**src/rtl/core/stsc_pkg.sv**
```systemverilog
// ----------------------------------------------------------------------------
// Source token scanner package
// Token kinds, error codes, the token beat type, and the keyword and
// punctuation tables shared by the scanner modules.
// ----------------------------------------------------------------------------
package stsc_pkg;

    localparam int POS_BITS_DEF      = 24;
    localparam int KEYWORD_CHARS_DEF = 6;
    localparam int KW_MAX_CHARS      = 8;
    localparam int KW_COUNT          = 15;
    localparam int MAX_TOKENS        = 3;
    localparam int FIFO_DEPTH        = 4;

    localparam logic [23:0] FIELD_MAX = 24'hFFFFFF;

    typedef logic [5:0] kind_t;
    typedef logic [1:0] err_t;

    localparam kind_t K_LPAREN   = 6'd0;
    localparam kind_t K_RPAREN   = 6'd1;
    localparam kind_t K_LBRACE   = 6'd2;
    localparam kind_t K_RBRACE   = 6'd3;
    localparam kind_t K_SEMI     = 6'd4;
    localparam kind_t K_COLON    = 6'd5;
    localparam kind_t K_COMMA    = 6'd6;
    localparam kind_t K_DOT      = 6'd7;
    localparam kind_t K_MINUS    = 6'd8;
    localparam kind_t K_PLUS     = 6'd9;
    localparam kind_t K_SLASH    = 6'd10;
    localparam kind_t K_STAR     = 6'd11;
    localparam kind_t K_BANG     = 6'd12;
    localparam kind_t K_BANG_EQ  = 6'd13;
    localparam kind_t K_EQUAL    = 6'd14;
    localparam kind_t K_EQUAL_EQ = 6'd15;
    localparam kind_t K_GREATER  = 6'd16;
    localparam kind_t K_GREATER_EQ = 6'd17;
    localparam kind_t K_LESS     = 6'd18;
    localparam kind_t K_LESS_EQ  = 6'd19;
    localparam kind_t K_IDENT    = 6'd20;
    localparam kind_t K_STRING   = 6'd21;
    localparam kind_t K_NUMBER   = 6'd22;
    localparam kind_t K_AND      = 6'd23;
    localparam kind_t K_ERROR    = 6'd38;
    localparam kind_t K_EOF      = 6'd39;

    localparam err_t ERR_NONE   = 2'd0;
    localparam err_t ERR_CHAR   = 2'd1;
    localparam err_t ERR_STRING = 2'd2;

    typedef struct packed {
        kind_t       kind;
        logic [23:0] start_offset;
        logic [23:0] token_length;
        logic [23:0] line_number;
        err_t        error_code;
        logic        last_of_run;
    } token_t;

    // Keywords in kind order, written reversed so that the first character
    // lands in the low byte.
    localparam logic [8*KW_MAX_CHARS-1:0] KW_TEXT [KW_COUNT] = '{
        64'("dna"), 64'("ssalc"), 64'("esle"), 64'("eslaf"), 64'("nf"),
        64'("rof"), 64'("fi"), 64'("tel"), 64'("lin"), 64'("ro"),
        64'("nruter"), 64'("repus"), 64'("siht"), 64'("eurt"), 64'("elihw")
    };

    function automatic kind_t keyword_kind(input logic [8*KW_MAX_CHARS-1:0] word);
        kind_t k;
        k = K_IDENT;
        for (int i = 0; i < KW_COUNT; i++) begin
            if (word == KW_TEXT[i]) begin
                k = K_AND + kind_t'(i);
            end
        end
        return k;
    endfunction

    function automatic kind_t punct_kind(input logic [7:0] c);
        kind_t k;
        case (c)
            "(":     k = K_LPAREN;
            ")":     k = K_RPAREN;
            "{":     k = K_LBRACE;
            "}":     k = K_RBRACE;
            ";":     k = K_SEMI;
            ":":     k = K_COLON;
            ",":     k = K_COMMA;
            ".":     k = K_DOT;
            "-":     k = K_MINUS;
            "+":     k = K_PLUS;
            "/":     k = K_SLASH;
            "*":     k = K_STAR;
            default: k = K_ERROR;
        endcase
        return k;
    endfunction

endpackage

```
**src/rtl/core/stsc_lexer.sv**
```systemverilog
// ----------------------------------------------------------------------------
// Source token scanner lexer
// Scan state, offsets and line count, and the single-pass logic that turns
// one accepted byte into up to three tokens.
// ----------------------------------------------------------------------------
module stsc_lexer
    import stsc_pkg::*;
#(
    parameter int POS_BITS      = POS_BITS_DEF,
    parameter int KEYWORD_CHARS = KEYWORD_CHARS_DEF
) (
    input  logic        aclk,
    input  logic        aresetn,
    input  logic        step,
    input  logic [7:0]  ch,
    input  logic        end_of_source,
    output token_t      tok [MAX_TOKENS],
    output logic [1:0]  tok_count
);

    localparam int SW = POS_BITS + 1;

    localparam logic [7:0] CH_NUL   = 8'h00;
    localparam logic [7:0] CH_TAB   = 8'h09;
    localparam logic [7:0] CH_LF    = 8'h0A;
    localparam logic [7:0] CH_CR    = 8'h0D;
    localparam logic [7:0] CH_SPACE = 8'h20;

    typedef enum logic [12:0] {
        M_IDLE    = 13'b0000000000001,
        M_SLASH   = 13'b0000000000010,
        M_COMMENT = 13'b0000000000100,
        M_BANG    = 13'b0000000001000,
        M_EQUAL   = 13'b0000000010000,
        M_LESS    = 13'b0000000100000,
        M_GREATER = 13'b0000001000000,
        M_WORD    = 13'b0000010000000,
        M_INT     = 13'b0000100000000,
        M_INT_DOT = 13'b0001000000000,
        M_FRAC    = 13'b0010000000000,
        M_STR     = 13'b0100000000000,
        M_ENDED   = 13'b1000000000000
    } mode_t;

    mode_t               mode_reg, mode_next;
    logic [7:0]          prefix_reg [KEYWORD_CHARS];
    logic [7:0]          prefix_next [KEYWORD_CHARS];
    logic [POS_BITS-1:0] start_reg, start_next;
    logic [POS_BITS-1:0] pos_reg, pos_next;
    logic [23:0]         line_reg, line_next;

    logic                is_letter, is_digit, ended;
    logic [POS_BITS-1:0] span;
    logic [8*KW_MAX_CHARS-1:0] word_text;
    kind_t               word_k, single_k, pair_k;
    token_t              fa, fb, x;
    logic                fa_v, fb_v, x_v, flush_en, redo, line_inc;
    logic [1:0]          count;

    function automatic logic [23:0] sat_field(input logic [SW-1:0] v);
        logic [32:0] w;
        w = 33'(v);
        return (w > 33'(FIELD_MAX)) ? FIELD_MAX : w[23:0];
    endfunction

    assign is_letter = (ch >= "a" && ch <= "z") || (ch >= "A" && ch <= "Z") || ch == "_";
    assign is_digit  = ch >= "0" && ch <= "9";
    assign ended     = end_of_source || ch == CH_NUL;
    assign span      = pos_reg - start_reg;

    // Only the bytes inside the current word take part in the keyword match.
    always_comb begin
        word_text = '0;
        for (int j = 0; j < KEYWORD_CHARS; j++) begin
            if (span > POS_BITS'(j)) begin
                word_text[8*j +: 8] = prefix_reg[j];
            end
        end
        word_k = (span > POS_BITS'(KEYWORD_CHARS)) ? K_IDENT : keyword_kind(word_text);
    end

    always_comb begin
        case (mode_reg)
            M_BANG: begin
                single_k = K_BANG;
                pair_k   = K_BANG_EQ;
            end
            M_EQUAL: begin
                single_k = K_EQUAL;
                pair_k   = K_EQUAL_EQ;
            end
            M_GREATER: begin
                single_k = K_GREATER;
                pair_k   = K_GREATER_EQ;
            end
            default: begin
                single_k = K_LESS;
                pair_k   = K_LESS_EQ;
            end
        endcase
    end

    // Tokens left pending by the current mode when the next byte cannot extend it.
    always_comb begin
        fa = '{kind: K_ERROR, start_offset: sat_field(SW'(start_reg)), token_length: 24'd1,
               line_number: line_reg, error_code: ERR_NONE, last_of_run: 1'b0};
        fb = '{kind: K_DOT, start_offset: sat_field(SW'((pos_reg != '0) ? pos_reg - 1'b1 : '0)),
               token_length: 24'd1, line_number: line_reg, error_code: ERR_NONE,
               last_of_run: 1'b0};
        fa_v = 1'b0;
        fb_v = 1'b0;
        case (mode_reg)
            M_SLASH: begin
                fa_v    = 1'b1;
                fa.kind = K_SLASH;
            end
            M_BANG, M_EQUAL, M_LESS, M_GREATER: begin
                fa_v    = 1'b1;
                fa.kind = single_k;
            end
            M_WORD: begin
                fa_v            = 1'b1;
                fa.kind         = word_k;
                fa.token_length = sat_field(SW'(span));
            end
            M_INT, M_FRAC: begin
                fa_v            = 1'b1;
                fa.kind         = K_NUMBER;
                fa.token_length = sat_field(SW'(span));
            end
            M_INT_DOT: begin
                fa_v            = 1'b1;
                fb_v            = 1'b1;
                fa.kind         = K_NUMBER;
                fa.token_length = sat_field(SW'((span != '0) ? span - 1'b1 : '0));
            end
            M_STR: begin
                fa_v            = 1'b1;
                fa.kind         = K_ERROR;
                fa.token_length = sat_field(SW'(span));
                fa.error_code   = ERR_STRING;
            end
            default: begin
                fa_v = 1'b0;
            end
        endcase
    end

    always_comb begin
        mode_next   = mode_reg;
        prefix_next = prefix_reg;
        start_next  = start_reg;
        pos_next    = pos_reg;
        line_next   = line_reg;
        redo        = 1'b0;
        flush_en    = 1'b0;
        line_inc    = 1'b0;
        x_v         = 1'b0;
        x = '{kind: K_EOF, start_offset: sat_field(SW'(pos_reg)), token_length: 24'd0,
              line_number: line_reg, error_code: ERR_NONE, last_of_run: 1'b0};

        if (mode_reg == M_ENDED) begin
            x_v = 1'b1;
        end else if (ended) begin
            flush_en  = 1'b1;
            x_v       = 1'b1;
            mode_next = M_ENDED;
        end else begin
            case (mode_reg)
                M_SLASH: begin
                    if (ch == "/") begin
                        mode_next = M_COMMENT;
                    end else begin
                        redo = 1'b1;
                    end
                end
                M_COMMENT: begin
                    if (ch == CH_LF) begin
                        line_inc  = 1'b1;
                        mode_next = M_IDLE;
                    end
                end
                M_BANG, M_EQUAL, M_LESS, M_GREATER: begin
                    if (ch == "=") begin
                        x_v            = 1'b1;
                        x.kind         = pair_k;
                        x.start_offset = sat_field(SW'(start_reg));
                        x.token_length = sat_field(SW'(span) + 1'b1);
                        mode_next      = M_IDLE;
                    end else begin
                        redo = 1'b1;
                    end
                end
                M_WORD: begin
                    if (is_letter || is_digit) begin
                        for (int j = 0; j < KEYWORD_CHARS; j++) begin
                            if (span == POS_BITS'(j)) begin
                                prefix_next[j] = ch;
                            end
                        end
                    end else begin
                        redo = 1'b1;
                    end
                end
                M_INT: begin
                    if (ch == ".") begin
                        mode_next = M_INT_DOT;
                    end else if (!is_digit) begin
                        redo = 1'b1;
                    end
                end
                M_INT_DOT: begin
                    if (is_digit) begin
                        mode_next = M_FRAC;
                    end else begin
                        redo = 1'b1;
                    end
                end
                M_FRAC: begin
                    if (!is_digit) begin
                        redo = 1'b1;
                    end
                end
                M_STR: begin
                    if (ch == "\"") begin
                        x_v            = 1'b1;
                        x.kind         = K_STRING;
                        x.start_offset = sat_field(SW'(start_reg));
                        x.token_length = sat_field(SW'(span) + 1'b1);
                        mode_next      = M_IDLE;
                    end else if (ch == CH_LF) begin
                        line_inc = 1'b1;
                    end
                end
                default: begin
                    redo = 1'b1;
                end
            endcase

            if (redo) begin
                flush_en   = 1'b1;
                mode_next  = M_IDLE;
                start_next = pos_reg;
                if (ch == CH_LF) begin
                    line_inc = 1'b1;
                end else if (is_letter) begin
                    for (int j = 0; j < KEYWORD_CHARS; j++) begin
                        prefix_next[j] = 8'd0;
                    end
                    prefix_next[0] = ch;
                    mode_next      = M_WORD;
                end else if (is_digit) begin
                    mode_next = M_INT;
                end else if (ch == "/") begin
                    mode_next = M_SLASH;
                end else if (ch == "!") begin
                    mode_next = M_BANG;
                end else if (ch == "=") begin
                    mode_next = M_EQUAL;
                end else if (ch == "<") begin
                    mode_next = M_LESS;
                end else if (ch == ">") begin
                    mode_next = M_GREATER;
                end else if (ch == "\"") begin
                    mode_next = M_STR;
                end else if (ch != CH_SPACE && ch != CH_CR && ch != CH_TAB) begin
                    x_v            = 1'b1;
                    x.kind         = punct_kind(ch);
                    x.token_length = 24'd1;
                    x.error_code   = (x.kind == K_ERROR) ? ERR_CHAR : ERR_NONE;
                end
            end

            if (pos_reg != '1) begin
                pos_next = pos_reg + 1'b1;
            end
        end

        if (line_inc && line_reg != FIELD_MAX) begin
            line_next = line_reg + 1'b1;
        end
    end

    // Pack the pending tokens and the closing token into consecutive slots.
    always_comb begin
        tok[0] = x;
        tok[1] = x;
        tok[2] = x;
        if (flush_en && fa_v && fb_v) begin
            tok[0] = fa;
            tok[1] = fb;
            count  = 2'd2 + 2'(x_v);
        end else if (flush_en && fa_v) begin
            tok[0] = fa;
            count  = 2'd1 + 2'(x_v);
        end else begin
            count  = 2'(x_v);
        end
        for (int k = 0; k < MAX_TOKENS; k++) begin
            tok[k].last_of_run = (count == 2'(k + 1));
        end
    end

    assign tok_count = count;

    always_ff @(posedge aclk) begin
        if (!aresetn) begin
            mode_reg  <= M_IDLE;
            start_reg <= '0;
            pos_reg   <= '0;
            line_reg  <= 24'd1;
            for (int j = 0; j < KEYWORD_CHARS; j++) begin
                prefix_reg[j] <= 8'd0;
            end
        end else if (step) begin
            mode_reg   <= mode_next;
            prefix_reg <= prefix_next;
            start_reg  <= start_next;
            pos_reg    <= pos_next;
            line_reg   <= line_next;
        end
    end

`ifndef ASSERT_OFF
    a_ended_sticks: assert property (@(posedge aclk) disable iff (!aresetn)
        (mode_reg == M_ENDED) |=> (mode_reg == M_ENDED))
        else $error("Scanner left the ended state without a reset.");

    a_ended_one_token: assert property (@(posedge aclk) disable iff (!aresetn)
        (step && mode_reg == M_ENDED) |-> (tok_count == 2'd1))
        else $error("An input after end of source did not give exactly one token.");

    a_token_start_order: assert property (@(posedge aclk) disable iff (!aresetn)
        (start_reg <= pos_reg))
        else $error("Token start offset is past the current position.");
`endif

endmodule

```
**src/rtl/core/stsc_token_fifo.sv**
```systemverilog
// ----------------------------------------------------------------------------
// Source token scanner token queue
// Small register queue that takes up to three tokens per cycle from the
// lexer and presents one token beat per cycle while the result side is ready.
// ----------------------------------------------------------------------------
module stsc_token_fifo
    import stsc_pkg::*;
(
    input  logic        aclk,
    input  logic        aresetn,
    input  logic [1:0]  push_count,
    input  token_t      push_data [MAX_TOKENS],
    output logic        room,
    input  logic        pop_ready,
    output logic        out_valid,
    output token_t      out_data
);

    localparam int PTR_W = $clog2(FIFO_DEPTH);
    localparam int CNT_W = $clog2(FIFO_DEPTH + 1);

    token_t           mem_reg [FIFO_DEPTH];
    logic [PTR_W-1:0] wr_ptr_reg, wr_ptr_next;
    logic [PTR_W-1:0] rd_ptr_reg, rd_ptr_next;
    logic [CNT_W-1:0] count_reg, count_next;
    logic             pop;

    assign out_valid = count_reg != '0;
    assign out_data  = mem_reg[rd_ptr_reg];
    assign pop       = out_valid && pop_ready;
    assign room      = count_reg <= CNT_W'(FIFO_DEPTH - MAX_TOKENS);

    assign wr_ptr_next = wr_ptr_reg + PTR_W'(push_count);
    assign rd_ptr_next = rd_ptr_reg + PTR_W'(pop);
    assign count_next  = count_reg + CNT_W'(push_count) - CNT_W'(pop);

    always_ff @(posedge aclk) begin
        for (int k = 0; k < MAX_TOKENS; k++) begin
            if (2'(k) < push_count) begin
                mem_reg[wr_ptr_reg + PTR_W'(k)] <= push_data[k];
            end
        end
    end

    always_ff @(posedge aclk) begin
        if (!aresetn) begin
            wr_ptr_reg <= '0;
            rd_ptr_reg <= '0;
            count_reg  <= '0;
        end else begin
            wr_ptr_reg <= wr_ptr_next;
            rd_ptr_reg <= rd_ptr_next;
            count_reg  <= count_next;
        end
    end

`ifndef ASSERT_OFF
    a_count_bound: assert property (@(posedge aclk) disable iff (!aresetn)
        (count_reg <= CNT_W'(FIFO_DEPTH)))
        else $error("Token queue holds more entries than its depth.");

    a_push_room: assert property (@(posedge aclk) disable iff (!aresetn)
        (push_count != 2'd0) |-> room)
        else $error("Tokens were pushed without room for a full run.");
`endif

endmodule

```
**src/rtl/core/source_token_scanner.sv**
```systemverilog
// ----------------------------------------------------------------------------
// Source token scanner
// Byte-stream lexer that emits punctuation, operators, identifiers,
// keywords, numbers, strings, errors and end-of-input tokens.
// ----------------------------------------------------------------------------
// The scanner accepts one source byte per cycle whenever its four-entry token
// queue holds at most one token, and its state (mode, word prefix, offsets and
// line count) is updated in the same cycle; the tokens a byte produces are
// written into the token queue when the byte is accepted. A byte produces
// zero to three tokens and the result port delivers one token beat per cycle
// while the result side is ready, so bytes that yield at most one token each
// stream at one byte per cycle under that condition. A byte that leaves two
// or more tokens queued holds the input off until the queue drains back to
// one token. No byte is accepted during reset. After end of source every
// further byte yields another end-of-input token until reset.
module source_token_scanner
    import stsc_pkg::*;
#(
    parameter int POS_BITS      = POS_BITS_DEF,
    parameter int KEYWORD_CHARS = KEYWORD_CHARS_DEF
) (
    input  logic        aclk,
    input  logic        aresetn,
    input  logic        s_valid,
    output logic        s_ready,
    input  logic [7:0]  s_ch,
    input  logic        s_end_of_source,
    output logic        m_valid,
    input  logic        m_ready,
    output logic [5:0]  m_kind,
    output logic [23:0] m_start_offset,
    output logic [23:0] m_token_length,
    output logic [23:0] m_line_number,
    output logic [1:0]  m_error_code,
    output logic        m_last_of_run
);

    logic       step;
    logic       room;
    token_t     tok [MAX_TOKENS];
    logic [1:0] tok_count;
    logic [1:0] push_count;
    token_t     out_tok;

    assign s_ready    = room && aresetn;
    assign step       = s_valid && s_ready;
    assign push_count = step ? tok_count : 2'd0;

    stsc_lexer #(
        .POS_BITS      (POS_BITS),
        .KEYWORD_CHARS (KEYWORD_CHARS)
    ) u_lexer (
        .aclk          (aclk),
        .aresetn       (aresetn),
        .step          (step),
        .ch            (s_ch),
        .end_of_source (s_end_of_source),
        .tok           (tok),
        .tok_count     (tok_count)
    );

    stsc_token_fifo u_fifo (
        .aclk       (aclk),
        .aresetn    (aresetn),
        .push_count (push_count),
        .push_data  (tok),
        .room       (room),
        .pop_ready  (m_ready),
        .out_valid  (m_valid),
        .out_data   (out_tok)
    );

    assign m_kind         = out_tok.kind;
    assign m_start_offset = out_tok.start_offset;
    assign m_token_length = out_tok.token_length;
    assign m_line_number  = out_tok.line_number;
    assign m_error_code   = out_tok.error_code;
    assign m_last_of_run  = out_tok.last_of_run;

endmodule

```
**config.mk**
```make
export PLATFORM = sky130hd
export DESIGN_NAME = source_token_scanner
export DESIGN_NICKNAME = d
export VERILOG_FILES = /design/src/rtl/core/stsc_pkg.sv /design/src/rtl/core/stsc_lexer.sv /design/src/rtl/core/stsc_token_fifo.sv /design/src/rtl/core/source_token_scanner.sv
export SDC_FILE = /design/constraint.sdc
export NUM_CORES = 1
export LEC_CHECK = 0
export ABC_CLOCK_PERIOD_IN_PS = 11700
export BUFFER_PORTS_ARGS = -buffer_cell sky130_fd_sc_hd__buf_2
export CAP_MARGIN = 20
export CORE_AREA = 10 10 320 322
export DETAILED_ROUTE_END_ITERATION = 16
export DIE_AREA = 0 0 330 332
export GPL_TIMING_DRIVEN = 0
export HOLD_SLACK_MARGIN = 0.03
export PLACE_DENSITY_LB_ADDON = 0.12
export SETUP_SLACK_MARGIN = 0.02
export SLEW_MARGIN = 10
export SYNTH_ARGS = -nofsm -noshare
export SYNTH_HDL_FRONTEND = slang
export SYNTH_SLANG_ARGS = --single-unit
```
**constraint.sdc**
```tcl
create_clock -name aclk -period 11.7 [get_ports aclk]
set_input_delay 1.17 -clock aclk [delete_from_list [all_inputs] [get_ports aclk]]
set_output_delay 1.17 -clock aclk [all_outputs]
set_load 0.02 [all_outputs]
```
### Word-level counts from Yosys, hierarchy flattened

Memories as Yosys holds them, arrays and structs flattened. A register that Yosys moved wholly into a read port is not among the register bits.
Cells that the tools add are included.

| operators by class | value |
|---|---|
| add/sub/neg operators | 14 |
| magnitude comparators | 20 |
| equal/unequal tests | 66 |
| mux-type cells | 165 |
| bitwise logic cells | 2 |
| reduce and logical (&&, ||, !) cells | 32 |

Operators by type and width:

| kind | number |
|---|---|
| $mux W24 | 14 |
| $mux W81 | 3 |
| $mux W48 | 5 |
| $mux W54 | 4 |
| $mux W13 | 16 |
| $eq A48 B23 Y1 const B | 4 |
| $eq A48 B39 Y1 const B | 4 |
| $mux W6 | 31 |
| $eq A48 B15 Y1 const B | 3 |
| $eq A48 B31 Y1 const B | 3 |
| $eq A8 B6 Y1 const B | 15 |
| $pmux W54 S2 | 1 |
| $mux W8 | 12 |
| $pmux W13 S6 | 1 |
| $gt A25 B24 Y1 const B | 3 |
| $gt A24 B3 Y1 const B | 3 |
| $pmux W6 S11 | 1 |
| $mux W25 | 2 |
| $sub A24 B1 Y25 const B | 2 |
| $add A24 B1 Y24 const B | 2 |
| $eq A24 B2 Y1 const B | 2 |
| $eq A24 B3 Y1 const B | 2 |
| $eq A48 B47 Y1 const B | 1 |
| $gt A24 B1 Y1 const B | 2 |
| 65 further kinds | 163 |

| storage, ports and cells | value |
|---|---|
| flip-flop bits (word level) | 140 |
| memory bits (writable) | 324 |
| input port bits | 13 |
| output and inout bits | 83 |
| word-level logic and storage cells | 313 |
| memories | 1 |

Memory list:

| memory | words | width | read ports | clocked after memory_dff | write ports | RTL line | source |
|---|---|---|---|---|---|---|---|
| u_fifo.mem_reg | 4 | 81 | 1 | 1 | 3 | stsc_token_fifo.sv:22 | `token_t mem_reg [FIFO_DEPTH];` |

### Depth between registers and ports, before layout

| depth | value |
|---|---|
| word-level depth | 33 |
| depth in mapped cells | 22 |
| mapped depth without buffers | 18 |

### Cells and area by module

Synthesis repeated with hierarchy kept, for this count alone.

| unflattened totals | value |
|---|---|
| cell total of the unflattened synthesis | 3808 |
| area total of the unflattened synthesis | 31768.0 um^2 |

Modules (own cells, without submodules):

| module | instances | cells an instance | area each (um^2) | sequential area each (um^2) |
|---|---|---|---|---|
| stsc_token_fifo | 1 | 1920 | 18711.7 | 9869.5 |
| stsc_lexer | 1 | 1884 | 13023.7 | 2662.6 |
| source_token_scanner | 1 | 4 | 32.5 | 0.0 |

### Worst setup path after synthesis

No wires, ideal clock.

| path | value |
|---|---|
| path kind | input port to flip-flop |
| start point | input s_ch[5] |
| end point | memory u_fifo.mem_reg[0][0] (netlist bit), enable pin |
| library setup time | 0.398 ns |
| arrival time | 5.317 ns |
| required time | 11.302 ns |
| setup slack | 5.985 ns |
| stages | 18 |
| buffers on the path | 4 |
| cells stage by stage | clkbuf_1 nand2_1 nor3_1 nand3_1 nor3_1 o21ai_0 a2111o_1 buf_2 nand2_1 inv_1 clkbuf_1 ha_1 nor3_2 or2b_1 nor3_2 nor2_4 buf_4 inv_2 |

RTL lines:

| item | RTL line | source |
|---|---|---|
| start: declaration | source_token_scanner.sv:26 | `input logic [7:0] s_ch,` |
| end: declaration | stsc_token_fifo.sv:22 |  |

==> run summary <==
number of cell rows = 114
Via Count = 25200
critical hold path startpoint = u_fifo.mem_reg[1][2]
Post-synth EDFFs = 320
Starting Density = 29.8%
worst vdd rail ir drop = 0.0000971 V
Mapped Area = 28600 um2
hold buffers post-CTS = 0
Syn Nets = 3018
DP Area = 30800 um2
GR Util All Layers = 20.6%
slowest stage delay, CP = 0.93 ns
Crit path buffers/inverters = 6
Reg2Reg Launch Point = u_lexer.pos_reg[0]
Critical R2R Capture = u_fifo.mem_reg[3][79]
CTS HTree Levels = 2
antenna viol nets, final = 0
Root Driver = clkbuf_16
WHS Path Cells = 2
commonest non-fill, non-tap cell in the layout = nor2_1
Slew headroom = 21.4%
drt drc = 0
Reg clk slew, reported paths = 0.06 ns
fraction of layout cells with a size suffix above 1 = 12.6%
Final Skew = 0.0487 ns
clk sinks = 464
endpoints failing setup = 0
Layout Nets = 3185
Cells after Synth = 2966
Max Freq = 0.130 GHz
pin count of the biggest net entering global routing = 90
max-cap violation count = 0
worst-margin pin slew = 1.18 ns
reg2reg setup slack = 4.03 ns
CP max-delay cell = a311oi_2
Pleak = 10.7 nW
Detailed Route Iter0 Violations = 2493
TritonCTS buffer count = 55
synth warn = 0
crit end category = register
die area = 110000 um2
PwrDens = 143 nW/um2
vias in the first global route = 25200
worst-skew pair later-pin latency = 0.65 ns
Seq/Total Area, Yosys = 43.7%
final instance area = 32700 um2
startpoint types = register
RSZ-0062 raised after global routing = false
Ports = 96
max reg flops = 324
initial antenna violation count = 2
critical path's top delay family = compound AO/OA/AOI/OAI gates
CORE AREA = 96000 um2
synthesized area per cell = 9.64 um2
DR pass1 iterations = 8
PortBufs = 95
status = finished, final reports clean
crit-path cells = clkbuf_1 > inv_1 > ha_1 > inv_1 > fa_1 > a21oi_1 > o221ai_2 > buf_2 > a31oi_1 > a32o_1 > a311oi_2 > nor3_1 > buf_2 > nand4_1 > clkbuf_1 > nand3_1 > nor4_1 > a41oi_1 > a21oi_1 > o21bai_1 > a21oi_1 > o22ai_1
CP required = 12.04 ns
setup TNS = 0 ns
synth unique cells = 107
Hold Crit Class = register to register
Final Hold Fails = 0
crit-path most repeated cell = a21oi_1
FF+latch count, synth = 464
WL/cell = 26.2 um
number of fill cells = 9805
total setup buffers inserted after CTS = 0
TritonCTS clock tree = built
GRT overflow = 0
die extent in y = 332 um
fin. max-slew vios = 0
clk buf depth = 3
commonest non-fill, non-tap cells in the layout = nor2_1 (392), edfxtp_1 (320), a21oi_1 (267), nand2_1 (173), dfxtp_1 (144)
Vias/cell = 5.66
RePlAce Congestion = 0.938
Crit Path Max Fanout = 10
critical path arrival = 8.00 ns
Synth async-reset ratio = 0%
global-route wire length before repair = 171 mm
Die X = 330 um
Post-synth top flop = edfxtp_1
post-cts resize count = 0
WHS Endpoint = u_fifo.mem_reg[1][2]
DP HPWL = 89.2 mm
r2r worst-path depth = 22
Tmin final = 7.67 ns
layout overhead on the synthesized area = 14.3%
Setup CP Type = register to register
Routed WL = 117 mm
final period utilization = 65.5%
==> how the worst max path moves through the flow <==
stage                       start                     to  slack (ns)  cells after the start
3_5_place_dp   u_lexer.pos_reg[0]  u_fifo.mem_reg[3][79]        4.09                     21
2_1_floorplan             s_ch[5]   u_fifo.mem_reg[0][0]        5.98                     18
5_1_grt        u_lexer.pos_reg[0]  u_fifo.mem_reg[3][79]        3.77                     22
6_report       u_lexer.pos_reg[0]  u_fifo.mem_reg[3][79]        4.03                     22
4_1_cts        u_lexer.pos_reg[0]  u_fifo.mem_reg[3][79]        4.09                     21
3_3_place_gp              s_ch[5]  u_fifo.mem_reg[0][62]        3.09                     19
==> final cells by class <==
cell class	instances	area [um2]	share of cell area [%]
buffer	198	888	2.72
inverter	60	240	0.735
tap	1276	1600	4.89
clock inverter	27	268	0.820
clock buffer	76	1530	4.67
multi-input combinational	2244	15000	45.9
antenna	4	10.0	0.0306
sequential	464	12500	38.2
timing repair buffer	110	663	2.03
==> where the power goes <==
group / switching, mW / internal [mW]
Clock: 0.724 / 0.981
Combinational: 0.742 / 0.412
Sequential: 0.0167 / 1.80
==> worst reg2reg max path: stages (launching register included) <==
cell      delay (ns)
dfxtp_1         0.33
clkbuf_1        0.40
inv_1           0.27
ha_1            0.28
inv_1           0.07
fa_1            0.27
a21oi_1         0.12
o221ai_2        0.26
buf_2           0.31
a31oi_1         0.15
a32o_1          0.28
a311oi_2        0.93
nor3_1          0.29
buf_2           0.27
nand4_1         0.27
clkbuf_1        0.60
nand3_1         0.14
nor4_1          0.64
a41oi_1         0.28
a21oi_1         0.25
o21bai_1        0.09
a21oi_1         0.70
o22ai_1         0.20
==> cells in the mapped netlist, drive strengths merged (44+ instances only) <==
cell | n | area, um2
a22oi | 60 | 450
a21oi | 269 | 1350
o21ai | 93 | 469
edfxtp | 320 | 9610
dfxtp | 144 | 2880
nor3 | 99 | 527
nor2 | 403 | 1600
clkbuf | 121 | 457
buf | 77 | 424
xnor2 | 81 | 709
nand3 | 70 | 350
nand4 | 44 | 275
and2 | 119 | 747
or3 | 46 | 293
a221o | 91 | 911
nor2b | 135 | 845
nand2 | 183 | 742
inv | 60 | 230
mux4 | 81 | 1820
==> through the flow <==
| step | instances | total power, mW | hold slack, ns | worst slack, ns | util (%) |
|---|---|---|---|---|---|
| 2_1_floorplan | 2966 | 2.58 | 0.428 | 5.98 | - |
| 4_1_cts | 4446 | 4.72 | 0.455 | 4.09 | 33.9 |
| 3_3_place_gp | 4337 | 3.00 | 0.440 | 3.09 | 31.9 |
| 5_1_grt | 4455 | 4.87 | 0.497 | 3.77 | 34.0 |
| 3_5_place_dp | 4343 | 3.01 | 0.448 | 4.09 | 32.1 |
| 6_report | 4459 | 4.68 | 0.454 | 4.03 | 34.0 |
==> cells by family after synthesis <==
kind of cell	after synthesis	share of synthesized area, %
AND/OR/NAND/NOR	1277	23.3
AO/OA/AOI/OAI	724	17.1
multiplexers	97	6.95
flip-flops	464	43.7
buffers and inverters	258	3.89
adder cells (fa/ha/maj)	39	1.76
XOR/XNOR	107	3.28
==> per-layer routing <==
layer | share of wire, % | global-route usage [%] | up-vias
met5 | 0 | 0 | -
met4 | 3.0 | 6.14 | 0
met3 | 5.8 | 2.92 | 178
met2 | 48 | 34.6 | 939
met1 | 43 | 27.1 | 12600
li1 | - | - | 11500
Note: power is estimated with default switching activity, not from simulation.
